===== src/frx_pkg.sv =====
// Shared types for the frame receiver: byte roles and the per-beat result record.
// No dependencies; imported by every module of the block.
package frx_pkg;

  localparam int unsigned ByteW  = 8;
  localparam int unsigned SumW   = 16;
  localparam int unsigned TdataW = 4 * ByteW;
  localparam int unsigned TuserW = 4;

  typedef enum logic [1:0] {
    ROLE_CODE    = 2'd0,
    ROLE_SIZE    = 2'd1,
    ROLE_PAYLOAD = 2'd2,
    ROLE_CHECK   = 2'd3
  } role_t;

  typedef struct packed {
    role_t              byte_role;
    logic [ByteW-1:0]   data_out;
    logic [ByteW-1:0]   payload_index;
    logic               frame_start;
    logic               frame_end;
    logic               frame_valid;
    logic [ByteW-1:0]   frame_code;
    logic [ByteW-1:0]   frame_length;
  } result_t;

endpackage


===== src/frx_in_stage.sv =====
// Input register of the frame receiver: holds one received byte beat.
// Depends on frx_pkg.
module frx_in_stage (
  input  logic                      clk,
  input  logic                      rst_n,
  input  logic                      in_valid,
  output logic                      in_ready,
  input  logic [frx_pkg::ByteW-1:0] in_byte,
  output logic                      hold_valid,
  output logic [frx_pkg::ByteW-1:0] hold_byte,
  input  logic                      take
);
  import frx_pkg::*;

  logic             valid_r;
  logic             valid_nxt;
  logic [ByteW-1:0] byte_r;

  // Room when empty or when the held beat moves on this cycle.
  assign in_ready  = !valid_r || take;
  assign valid_nxt = (in_valid && in_ready) || (valid_r && !take);

  always_ff @(posedge clk) begin
    if (!rst_n) begin
      valid_r <= 1'b0;
    end else begin
      valid_r <= valid_nxt;
    end
    if (in_valid && in_ready) begin
      byte_r <= in_byte;
    end
  end

  assign hold_valid = valid_r;
  assign hold_byte  = byte_r;

endmodule


===== src/frx_core.sv =====
// Frame tracking state and per-byte decode: role, payload index, running sum, verdict.
// Depends on frx_pkg.
module frx_core (
  input  logic                      clk,
  input  logic                      rst_n,
  input  logic                      step,
  input  logic [frx_pkg::ByteW-1:0] rx_byte,
  output frx_pkg::result_t          result
);
  import frx_pkg::*;

  role_t            phase_r, phase_nxt;
  logic [SumW-1:0]  sum_r, sum_nxt;
  logic [ByteW-1:0] code_r, code_nxt;
  logic [ByteW-1:0] len_r, len_nxt;
  logic [ByteW-1:0] cnt_r, cnt_nxt;
  logic [ByteW-1:0] cnt_inc;
  logic [ByteW-1:0] folded;

  assign cnt_inc = cnt_r + 1'b1;
  // Fold of the 16-bit sum to one byte: low byte plus high byte, carry of that add dropped.
  assign folded  = sum_r[ByteW-1:0] + sum_r[SumW-1:ByteW];

  always_comb begin
    phase_nxt = phase_r;
    sum_nxt   = sum_r;
    code_nxt  = code_r;
    len_nxt   = len_r;
    cnt_nxt   = cnt_r;
    result    = '0;
    result.byte_role = phase_r;
    result.data_out  = rx_byte;
    unique case (phase_r)
      ROLE_CODE: begin
        result.frame_start = 1'b1;
        code_nxt  = rx_byte;
        len_nxt   = '0;
        cnt_nxt   = '0;
        sum_nxt   = {{(SumW-ByteW){1'b0}}, rx_byte};
        phase_nxt = ROLE_SIZE;
      end
      ROLE_SIZE: begin
        len_nxt   = rx_byte;
        cnt_nxt   = '0;
        sum_nxt   = sum_r + {{(SumW-ByteW){1'b0}}, rx_byte};
        phase_nxt = (rx_byte != '0) ? ROLE_PAYLOAD : ROLE_CHECK;
      end
      ROLE_PAYLOAD: begin
        result.payload_index = cnt_r;
        sum_nxt = sum_r + {{(SumW-ByteW){1'b0}}, rx_byte};
        cnt_nxt = cnt_inc;
        if (cnt_inc == len_r) begin
          phase_nxt = ROLE_CHECK;
        end
      end
      ROLE_CHECK: begin
        result.frame_end   = 1'b1;
        // Zero checksum byte means "not checked".
        result.frame_valid = (rx_byte == '0) || (folded == rx_byte);
        phase_nxt          = ROLE_CODE;
      end
    endcase
    result.frame_code   = code_nxt;
    result.frame_length = len_nxt;
  end

  always_ff @(posedge clk) begin
    if (!rst_n) begin
      phase_r <= ROLE_CODE;
      sum_r   <= '0;
      code_r  <= '0;
      len_r   <= '0;
      cnt_r   <= '0;
    end else if (step) begin
      phase_r <= phase_nxt;
      sum_r   <= sum_nxt;
      code_r  <= code_nxt;
      len_r   <= len_nxt;
      cnt_r   <= cnt_nxt;
    end
  end

endmodule


===== src/frx_out_stage.sv =====
// Result register of the frame receiver: holds one result beat until taken.
// Depends on frx_pkg.
module frx_out_stage (
  input  logic             clk,
  input  logic             rst_n,
  input  logic             load_valid,
  output logic             load_ready,
  input  frx_pkg::result_t load_data,
  output logic             out_valid,
  input  logic             out_ready,
  output frx_pkg::result_t out_data
);
  import frx_pkg::*;

  logic    valid_r;
  logic    valid_nxt;
  result_t data_r;

  assign load_ready = !valid_r || out_ready;
  assign valid_nxt  = (load_valid && load_ready) || (valid_r && !out_ready);

  always_ff @(posedge clk) begin
    if (!rst_n) begin
      valid_r <= 1'b0;
    end else begin
      valid_r <= valid_nxt;
    end
    if (load_valid && load_ready) begin
      data_r <= load_data;
    end
  end

  assign out_valid = valid_r;
  assign out_data  = data_r;

endmodule


===== src/frame_receiver_with_checksum.sv =====
// Frame receiver with folded-sum checksum, top level.
// Depends on frx_pkg, frx_in_stage, frx_core and frx_out_stage.
//
// Usage:
//   Received bytes enter on the in_ stream, one byte per beat. The stream is
//   cut into frames of code byte, size byte, size payload bytes and one
//   checksum byte. Every input beat yields exactly one result beat on the
//   out_ stream that tags the byte with its role and frame information.
//   out_tlast marks the checksum byte; out_tuser[3] then gives the verdict
//   (checksum matched the folded sum, or checksum was zero).
//   Path: a byte accepted on in_ is registered in the input register, decoded
//   while held there and loaded into the result register once that has
//   room, which raises out_tvalid. Throughput: one byte per cycle while
//   out_tready is high, as the sum, count and compare logic between the
//   input and result registers is combinational.
//   Stall: while out_tready is low the result register holds its beat; the
//   input register still takes one more byte, then in_tready drops.
//   Reset (rst_n low, synchronous): both stages empty, the receiver waits
//   for a code byte with a cleared sum, code and length.
//   After each checksum byte the receiver re-arms itself for the next code.
module frame_receiver_with_checksum (
  input  logic                       clk,
  input  logic                       rst_n,
  input  logic                       in_tvalid,
  output logic                       in_tready,
  input  logic [frx_pkg::ByteW-1:0]  in_tdata,   // [7:0] rx_byte
  output logic                       out_tvalid,
  input  logic                       out_tready,
  output logic [frx_pkg::TdataW-1:0] out_tdata,  // [7:0] data_out, [15:8] payload_index,
                                                 // [23:16] frame_code, [31:24] frame_length
  output logic [frx_pkg::TuserW-1:0] out_tuser,  // [1:0] byte_role, [2] frame_start,
                                                 // [3] frame_valid
  output logic                       out_tlast   // frame_end
);
  import frx_pkg::*;

  logic             hold_valid;
  logic [ByteW-1:0] hold_byte;
  logic             load_ready;
  logic             step;
  result_t          core_result;
  result_t          out_result;

  // A held byte is decoded in the cycle it moves into the result register.
  assign step = hold_valid && load_ready;

  frx_in_stage u_in (
    .clk        (clk),
    .rst_n      (rst_n),
    .in_valid   (in_tvalid),
    .in_ready   (in_tready),
    .in_byte    (in_tdata),
    .hold_valid (hold_valid),
    .hold_byte  (hold_byte),
    .take       (step)
  );

  frx_core u_core (
    .clk     (clk),
    .rst_n   (rst_n),
    .step    (step),
    .rx_byte (hold_byte),
    .result  (core_result)
  );

  frx_out_stage u_out (
    .clk        (clk),
    .rst_n      (rst_n),
    .load_valid (hold_valid),
    .load_ready (load_ready),
    .load_data  (core_result),
    .out_valid  (out_tvalid),
    .out_ready  (out_tready),
    .out_data   (out_result)
  );

  assign out_tdata = {out_result.frame_length, out_result.frame_code,
                      out_result.payload_index, out_result.data_out};
  assign out_tuser = {out_result.frame_valid, out_result.frame_start, out_result.byte_role};
  assign out_tlast = out_result.frame_end;

endmodule

===== config.mk =====
export PLATFORM = sky130hd
export DESIGN_NAME = frame_receiver_with_checksum
export DESIGN_NICKNAME = d
export VERILOG_FILES = /design/src/frx_pkg.sv /design/src/frx_in_stage.sv /design/src/frx_core.sv /design/src/frx_out_stage.sv /design/src/frame_receiver_with_checksum.sv
export SDC_FILE = /design/constraint.sdc
export NUM_CORES = 1
export LEC_CHECK = 0
export BUFFER_PORTS_ARGS = -buffer_cell sky130_fd_sc_hd__buf_2
export CORE_UTILIZATION = 60
export DETAILED_ROUTE_END_ITERATION = 10
export PLACE_DENSITY = 0.81
export SETUP_SLACK_MARGIN = 0.05
export SLEW_MARGIN = 20
export SYNTH_ARGS = -nofsm -noshare
export SYNTH_HDL_FRONTEND = slang
export SYNTH_HIERARCHICAL = 1
export SYNTH_SLANG_ARGS = --single-unit

===== constraint.sdc =====
create_clock -name clk -period 6.1 [get_ports clk]
set_input_delay 1.22 -clock clk [delete_from_list [all_inputs] [get_ports clk]]
set_output_delay 1.22 -clock clk [all_outputs]
set_load 0.01 [all_outputs]

* Yosys cells after proc, flatten, opt, wreduce, memory -nomap -nowiden
Cells that the tools add are included.
Word-level totals: bits in registers 89, word-level logic and storage cells 57, output and inout port bits 39, bits of input ports 12
Operators by class: eq/ne operators 6, muxes and demuxes 9, reduce and logical (&&, ||, !) cells 23, add/subtract/negate cells 3
Operators by type and width (count):
- one-hot mux 16 bit (2 select lines) | 1
- one-hot mux 8 bit (2 select lines) | 2
- adder 16 x 8 -> 16 bit | 1
- == test 8 bit | 2
- adder 8 x 1 -> 8 bit, second input constant | 1
- adder 8 bit | 1
- zero test 8 bit | 1
- 2-to-1 mux 8 bit | 1
- one-hot mux 2 bit (4 select lines) | 1
- nonzero test 8 bit | 1
- AND reduction 2 bit | 3
- logical OR 1 bit | 5
- == test 2 bit, second input constant | 2
- logical AND 1 bit | 4
- zero test 1 bit | 4
- 2-to-1 mux 2 bit | 2
- nonzero test 2 bit | 2
- OR reduction 2 bit | 2
- == test 2 x 1 -> 1 bit, second input constant | 1
- zero test 2 bit | 1
- 2-to-1 mux 1 bit | 2
- != test 2 x 1 -> 1 bit, second input constant | 1

* Logic depth before layout (Yosys ltp)
Gate-level depths: netlist (run 1).
word-level depth 6, depth in mapped cells 9, depth with buffers taken out 9

* Cells and area by module
Netlist (run 1), hierarchy kept.
Modules (own cells, without submodules):
- frx_core | times used 1, cells an instance 394, seq. area each 840.8 um2, area an instance 3066.7 um2
- frx_out_stage | times used 1, cells an instance 42, seq. area each 1131.1 um2, area an instance 1168.6 um2
- frx_in_stage | times used 1, cells an instance 13, seq. area each 260.2 um2, area an instance 297.8 um2
- frame_receiver_with_checksum | times used 1, cells an instance 1, seq. area each 0.0 um2, area an instance 6.3 um2

* Least setup slack after synthesis (run 1)
No wires, ideal clock.
path kind input to output, start point in out_tready, end point out in_tready, buffers on the path 0, slack 3.211 ns, cell stages on the path 3, required time 4.880 ns, data arrival time 1.669 ns, path through nand2b_4 -> and2_1 -> nand2b_4
On the way: word-level cells in the longest chain between the ends 3
Ends and longest elaborated chain:
- start, declared | RTL line frame_receiver_with_checksum.sv:28 | input logic out_tready,
- logical OR 1 bit | RTL line frx_out_stage.sv:19 | assign load_ready = !valid_r || out_ready;
- logical AND 1 bit | RTL line frame_receiver_with_checksum.sv:45 | assign step = hold_valid && load_ready;
- named net step | RTL line frame_receiver_with_checksum.sv:40 | logic step;
- logical OR 1 bit | RTL line frx_in_stage.sv:20 | assign in_ready = !valid_r || take;
- end, declared | RTL line frame_receiver_with_checksum.sv:25 | output logic in_tready,
The timed path passes the listed nets, and every way through them passes these cells.

* Final worst setup path (run 1)
start point in out_tready, end point out in_tready
On the way: word-level cells in the longest chain between the ends 3
Ends and longest elaborated chain:
- logical OR 1 bit | RTL line frx_out_stage.sv:19
- named net load_ready | RTL line frame_receiver_with_checksum.sv:39 | logic load_ready;
- logical AND 1 bit | RTL line frame_receiver_with_checksum.sv:45
- named net step | RTL line frame_receiver_with_checksum.sv:40
- logical OR 1 bit | RTL line frx_in_stage.sv:20
The timed path passes the listed nets, and every way through them passes these cells.

==> results.json, run 1 <==
{
  "finalWirelength_mm": 9.25,
  "drtIter0Drc": 214,
  "dieArea_um2": 7920,
  "maxCapViolCount": 0,
  "hold_slack_ns": 0.486,
  "clk_pin_slew_ns": 0.10,
  "start_util_pct": 62.3,
  "finalHoldViolCount": 0,
  "syn_inst": 450,
  "multiInputGateArea_um2": 2110,
  "drtPass1Iterations": 4,
  "peakVddDrop_mv": 0.170,
  "crit_path_end_kind": "output port",
  "cts_tree": "yes",
  "drc_errors": 0,
  "avgSynthCellArea_um2": 10.1,
  "tns_ns": 0,
  "fin_nets": 522,
  "fin_util_pct": 68.9,
  "cts-root-buf": "clkbuf_8",
  "numCtsBuffers": 9,
  "regArea_um2": 2230,
  "ys_types": 56,
  "cts_sinks": 89,
  "clock_power_share_pct": 33.8,
  "comb_power_share_pct": 15.5,
  "synth-edff-count": 45,
  "hold_buffers": 0,
  "place_congestion": 0.818,
  "critPathKind": "in2out",
  "swShare_pct": 27.4,
  "arrival_ns": 2.11,
  "finalSetupViolCount": 0,
  "wl_per_cell_um": 15.6,
  "clock_path_buffers": 2,
  "globalRoute.totalOverflow": 0,
  "leakage_nw": 1.93,
  "required_ns": 4.88,
  "pwr-share-seq_pct": 50.7,
  "hp-class": "reg2reg",
  "insertion_delay_ns": 0.36,
  "grt_usage_pct": 24.6,
  "die_h_um": 89.0,
  "status": "finished clean",
  "dr_total_vias": 3415,
  "finish.instance_area_um2": 5020,
  "p_int_mw": 0.994,
  "grt_pass1_wl_mm": 14.6,
  "syn_area_um2": 4540,
  "dp_hpwl_mm": 6.39,
  "num-fill-cells": 579,
  "yosysWarningCount": 6,
  "grt_pass1_vias": 3089,
  "postCtsSetupBuffers": 0,
  "p_per_area_nw_per_um2": 273,
  "rsz0062_at_grt": "false",
  "synth_ff_type": "edfxtp_1",
  "fin_crit_ns": 3.33,
  "pin_count": 51,
  "cts_resized": 0,
  "slew_violations": 0,
  "yosysSeqAreaShare_pct": 49.2,
  "grt_max_degree": 38,
  "synth-seq-cells": 89,
  "relSlewSlack_pct": 35.1,
  "placed_area_um2": 4790,
  "io_buffer_count": 50,
  "min_period_over_period_pct": 54.5,
  "finClkSkew_ns": 0.0103,
  "worstMarginPinSlew_ns": 0.972,
  "start_kind": "input port",
  "vias_per_cell": 5.77,
  "chipWidth_um": 89.0,
  "diodes": 0,
  "power.switching_mw": 0.376,
  "antenna_found_initial": 0,
  "htree_levels": 3,
  "async_reset_ff_share_pct": 0,
  "fmax_mhz": 301,
  "syn_nets": 484,
  "core_area_um2": 7290,
  "drtAntennaViolNets": 0,
  "crit_fanout": 22,
  "drive_gt1_share_pct": 17.4,
  "placementRows": 31,
  "area_growth_pct": 10.7
}
through the flow:
step | setup WS (ns) | power [mW] | instances
2_1_floorplan | 3.21 | 0.860 | 450
3_5_place_dp | 2.64 | 0.916 | 576
4_1_cts | 2.77 | 1.37 | 592
3_3_place_gp | 2.73 | 0.908 | 576
5_1_grt | 2.71 | 1.42 | 592
6_report | 2.77 | 1.37 | 592
logic make-up (layout without fill, tap and decap cells):
logic type | Yosys count | after routing | share of synthesized area, %
buf+inv | 42 | 85 | 4.35
mux | 17 | 17 | 3.97
simple gates | 160 | 160 | 18.2
xor+xnor | 31 | 31 | 5.98
flops | 89 | 89 | 49.2
fa+ha+maj | 22 | 22 | 6.39
compound gates | 89 | 89 | 12.0
worst paths after layout:
| kind | depth (start not counted) | from | slack, ns | to |
|---|---|---|---|---|
| worst max-delay path | 6 | out_tready | 2.77 | in_tready |
| worst min-delay path | 2 | u_core/code_r[2] | 0.49 | u_core/code_r[2] |
| worst max register to register | 9 | u_in/hold_byte[0] | 3.57 | u_core/sum_r[6] |
| worst min register to register | 2 | u_core/code_r[2] | 0.49 | u_core/code_r[2] |
worst max-delay path: stages:
cell and delay, ns:
buf_2 0.10, nand2b_4 0.14, and2_1 0.13, buf_4 0.21, nand2b_4 0.18, buf_2 0.14
sequential cells by signal, indices dropped and copies added (netlist names):
signal,cells
u_out/out_data,37
u_core/sum_r,16
u_core/cnt_r,8
u_out/out_valid,1
u_core/phase_r,2
u_core/code_r,8
u_in/hold_valid,1
u_core/len_r,8
u_in/hold_byte,8
power by group through the flow:
stage	Sequential (mW)	Combinational, mW	Clock, mW
final	0.694	0.212	0.463
after global routing	0.698	0.234	0.491
after CTS	0.694	0.211	0.468
after detailed placement	0.707	0.209	0
after global placement	0.706	0.202	0
after floorplan	0.708	0.151	0
cell type report:
| type | instances | share of cell area (%) |
|---|---|---|
| sequential | 89 | 44.4 |
| multi-input combinational | 319 | 42.0 |
| timing repair buffer | 52 | 5.28 |
| clock buffer | 9 | 2.47 |
| tap | 99 | 2.47 |
| clock inverter | 7 | 2.12 |
| inverter | 17 | 1.27 |
cell usage in the layout, fill, tap and decap left out, types with 7 or more instances in the layout:
cell	synthesis	layout
buf_2	2	50
edfxtp_1	45	45
dfxtp_1	44	44
nand2_1	43	43
nor2_1	41	41
a21oi_1	31	31
o21ai_0	25	25
xnor2_1	21	21
ha_1	20	20
inv_1	16	16
nor3_1	14	14
and2_1	11	11
nand3_1	10	10
xor2_1	10	10
clkbuf_8	0	9
nand2b_1	9	9
mux2i_1	9	9
mux2_2	8	8
or3_1	7	7
Yosys cell counts (2+ instances only):
cell	number	area, µm²
or3_1	7	43.8
a21boi_2	2	22.5
dfxtp_1	44	881
nand2b_4	2	27.5
fa_1	2	40.0
clkbuf_1	12	45.0
nand2b_1	9	56.3
nor3_1	14	70.1
a211oi_1	4	30.0
nor4_1	2	12.5
and2_4	2	17.5
o21ai_0	25	125
buf_2	2	10.0
and2_1	11	68.8
o211ai_1	4	30.0
nor2b_1	6	37.5
xnor2_1	21	184
buf_4	10	75.1
mux2_2	8	90.1
and4_1	2	17.5
nor3b_1	2	15.0
ha_1	20	250
o31ai_1	4	30.0
inv_1	16	60.1
nand2_1	43	161
edfxtp_1	45	1350
mux2i_1	9	90.1
nand3_1	10	50.1
o2111ai_1	2	17.5
xor2_1	10	87.6
nand4_1	2	12.5
a31oi_1	3	18.8
nor2_1	41	154
a21oi_1	31	155
a21o_1	2	15.0
routing by layer:
| layer | routed length, µm | global-route usage, % |
|---|---|---|
| met2 | 4390 | 39.9 |
| met5 | 0 | 0 |
| met1 | 4140 | 32.6 |
| met4 | 189 | 11.1 |
| met3 | 526 | 4.25 |
Note: power is estimated with default switching activity, not from simulation.
==> run 2, diff against run 1 <==
Settings changed: CORE_UTILIZATION 60 to 59, PLACE_DENSITY 0.81 to 0.8.
Clock period 6.1 ns to 3.2 ns, I/O delays scaled along.
==> run 2 against run 1 <==
Non-clock buffer count up 2. Clock skew rose by 0.0017 ns. Count of clock-buffer cells in the layout unchanged. Combinational power rose by 91%. Register-to-register slack worse by 2.8 ns. Hold slack got worse by 0.024 ns. Die area increased by 1.7%. Critical path depth grew 3. Utilization decreased by 0.67 points. Setup slack lost 2.0 ns. Largest power group unchanged.
==> results.json, run 2 (synthesis gave the netlist of run 1 again) <==
{
  "status": "finished clean",
  "worst-path-stages": 9,
  "cp_slowest_stage_delay_ns": 0.55,
  "p_int_mw": 1.80,
  "drive_gt1_share_pct": 17.4,
  "grt_pass1_vias": 3191,
  "min_path_cells": 1,
  "dr_total_vias": 3423,
  "min_period_over_period_pct": 77.3,
  "cpLargestDelayFamily": "compound AO/OA/AOI/OAI gates",
  "start_util_pct": 61.9,
  "wl_per_cell_um": 15.7,
  "cpMaxStageDelayCell": "edfxtp_1",
  "cts-root-buf": "clkbuf_8",
  "largest_reg_flops": 37,
  "grt_pass1_wl_mm": 15.4,
  "fin_nets": 524,
  "antenna_found_initial": 0,
  "finClkSkew_ns": 0.0120,
  "clock_power_share_pct": 30.2,
  "maxCapViolCount": 0,
  "highest_layer": "met4",
  "clk_pin_slew_ns": 0.09,
  "finalSetupViolCount": 0,
  "dr_wl_met3_um": 661,
  "dieArea_um2": 8050,
  "io_buffer_count": 50,
  "relSlewSlack_pct": 35.6,
  "fmax_mhz": 404,
  "die_h_um": 89.7,
  "arrival_ns": 2.71,
  "rrSetupSlack_ns": 0.73,
  "pwr-share-seq_pct": 53.5,
  "leakage_nw": 1.92,
  "r2r_cells": 9,
  "clock_path_buffers": 2,
  "vias_per_cell": 5.76,
  "drc_errors": 0,
  "place_congestion": 0.881,
  "cts_resized": 0,
  "tns_ns": 0,
  "pin_count": 51,
  "final_cell_mix": "buf_2 (50), edfxtp_1 (45), dfxtp_1 (44), nand2_1 (43), nor2_1 (41)",
  "grt_max_degree": 38,
  "drtAntennaViolNets": 0,
  "finalHoldViolCount": 0,
  "wl_met1_mm": 4.25,
  "crit_path_end_kind": "flop",
  "cts_sinks": 89,
  "comb_power_share_pct": 16.3,
  "placementRows": 31,
  "dp_hpwl_mm": 6.47,
  "insertion_delay_ns": 0.35,
  "rsz0062_at_grt": "false",
  "globalRoute.totalOverflow": 0,
  "crit_fanout": 7,
  "core_area_um2": 7330,
  "p_per_area_nw_per_um2": 495,
  "cp_num_buf_inv": 1,
  "grt_usage_pct": 24.4,
  "postCtsSetupBuffers": 0,
  "peakVddDrop_mv": 0.324,
  "power.switching_mw": 0.675,
  "worstPathCellList": "ha_1 -> inv_1 -> fa_1 -> nor2b_1 -> o21ai_0 -> a21oi_1 -> o2111ai_1 -> xor2_1 -> nor2_1",
  "chipWidth_um": 89.7,
  "finalWirelength_mm": 9.32,
  "fin_crit_ns": 2.47,
  "htree_levels": 3,
  "hp-class": "in2reg",
  "hold_buffers": 0,
  "cts_tree": "yes",
  "hold_slack_ns": 0.462,
  "area_growth_pct": 10.2,
  "worstMarginPinSlew_ns": 0.965,
  "swShare_pct": 27.3,
  "start_kind": "flop",
  "required_ns": 3.43,
  "drtPass1Iterations": 5,
  "met2_wirelength_mm": 4.28,
  "drtIter0Drc": 303,
  "numCtsBuffers": 9,
  "layout_commonest_cell": "buf_2",
  "diodes": 0,
  "critPathKind": "reg2reg",
  "slew_violations": 0
}
-- run 2: path summary, 6_finish.rpt --
kind / start / end
worst min-delay path: in_tdata[3] / u_in/hold_byte[3]
worst max register to register: u_in/hold_byte[0] / u_core/sum_r[12]
worst max-delay path: u_in/hold_byte[0] / u_core/sum_r[12]
worst min register to register: u_core/len_r[0] / u_core/len_r[0]
-- run 2: metrics by stage --
step / utilization (%) / cells / instance area (µm²) / setup slack [ns] / total power [mW]
global route: 68.2 / 594 / 5000 / 0.563 / 2.59
global placement: 65.6 / 578 / 4810 / 0.605 / 1.73
floorplan: - / 450 / 4540 / 1.13 / 1.64
detailed placement: 65.6 / 578 / 4810 / 0.568 / 1.75
CTS: 68.2 / 594 / 5000 / 0.777 / 2.48
finish: 68.2 / 594 / 5000 / 0.726 / 2.48
-- run 2: power groups by stage --
stage	Sequential (mW)	Clock (mW)	Combinational, mW
final	1.32	0.748	0.404
after global routing	1.33	0.807	0.448
after CTS	1.32	0.756	0.402
after detailed placement	1.35	0	0.399
after global placement	1.35	0	0.388
after floorplan	1.35	0	0.288
-- run 2: cell type report --
class	instances	area, µm²
fill	571	2330
sequential	89	2230
multi-input combinational	319	2110
timing repair buffer	54	280
clock buffer	9	124
tap	99	124
clock inverter	7	68.8
inverter	17	63.8
-- run 2: layer usage --
layer	vias up	global-route usage (%)
met1	1603	33.6
met3	13	4.74
met2	150	38.8
met5	-	0
met4	0	8.20
li1	1657	-
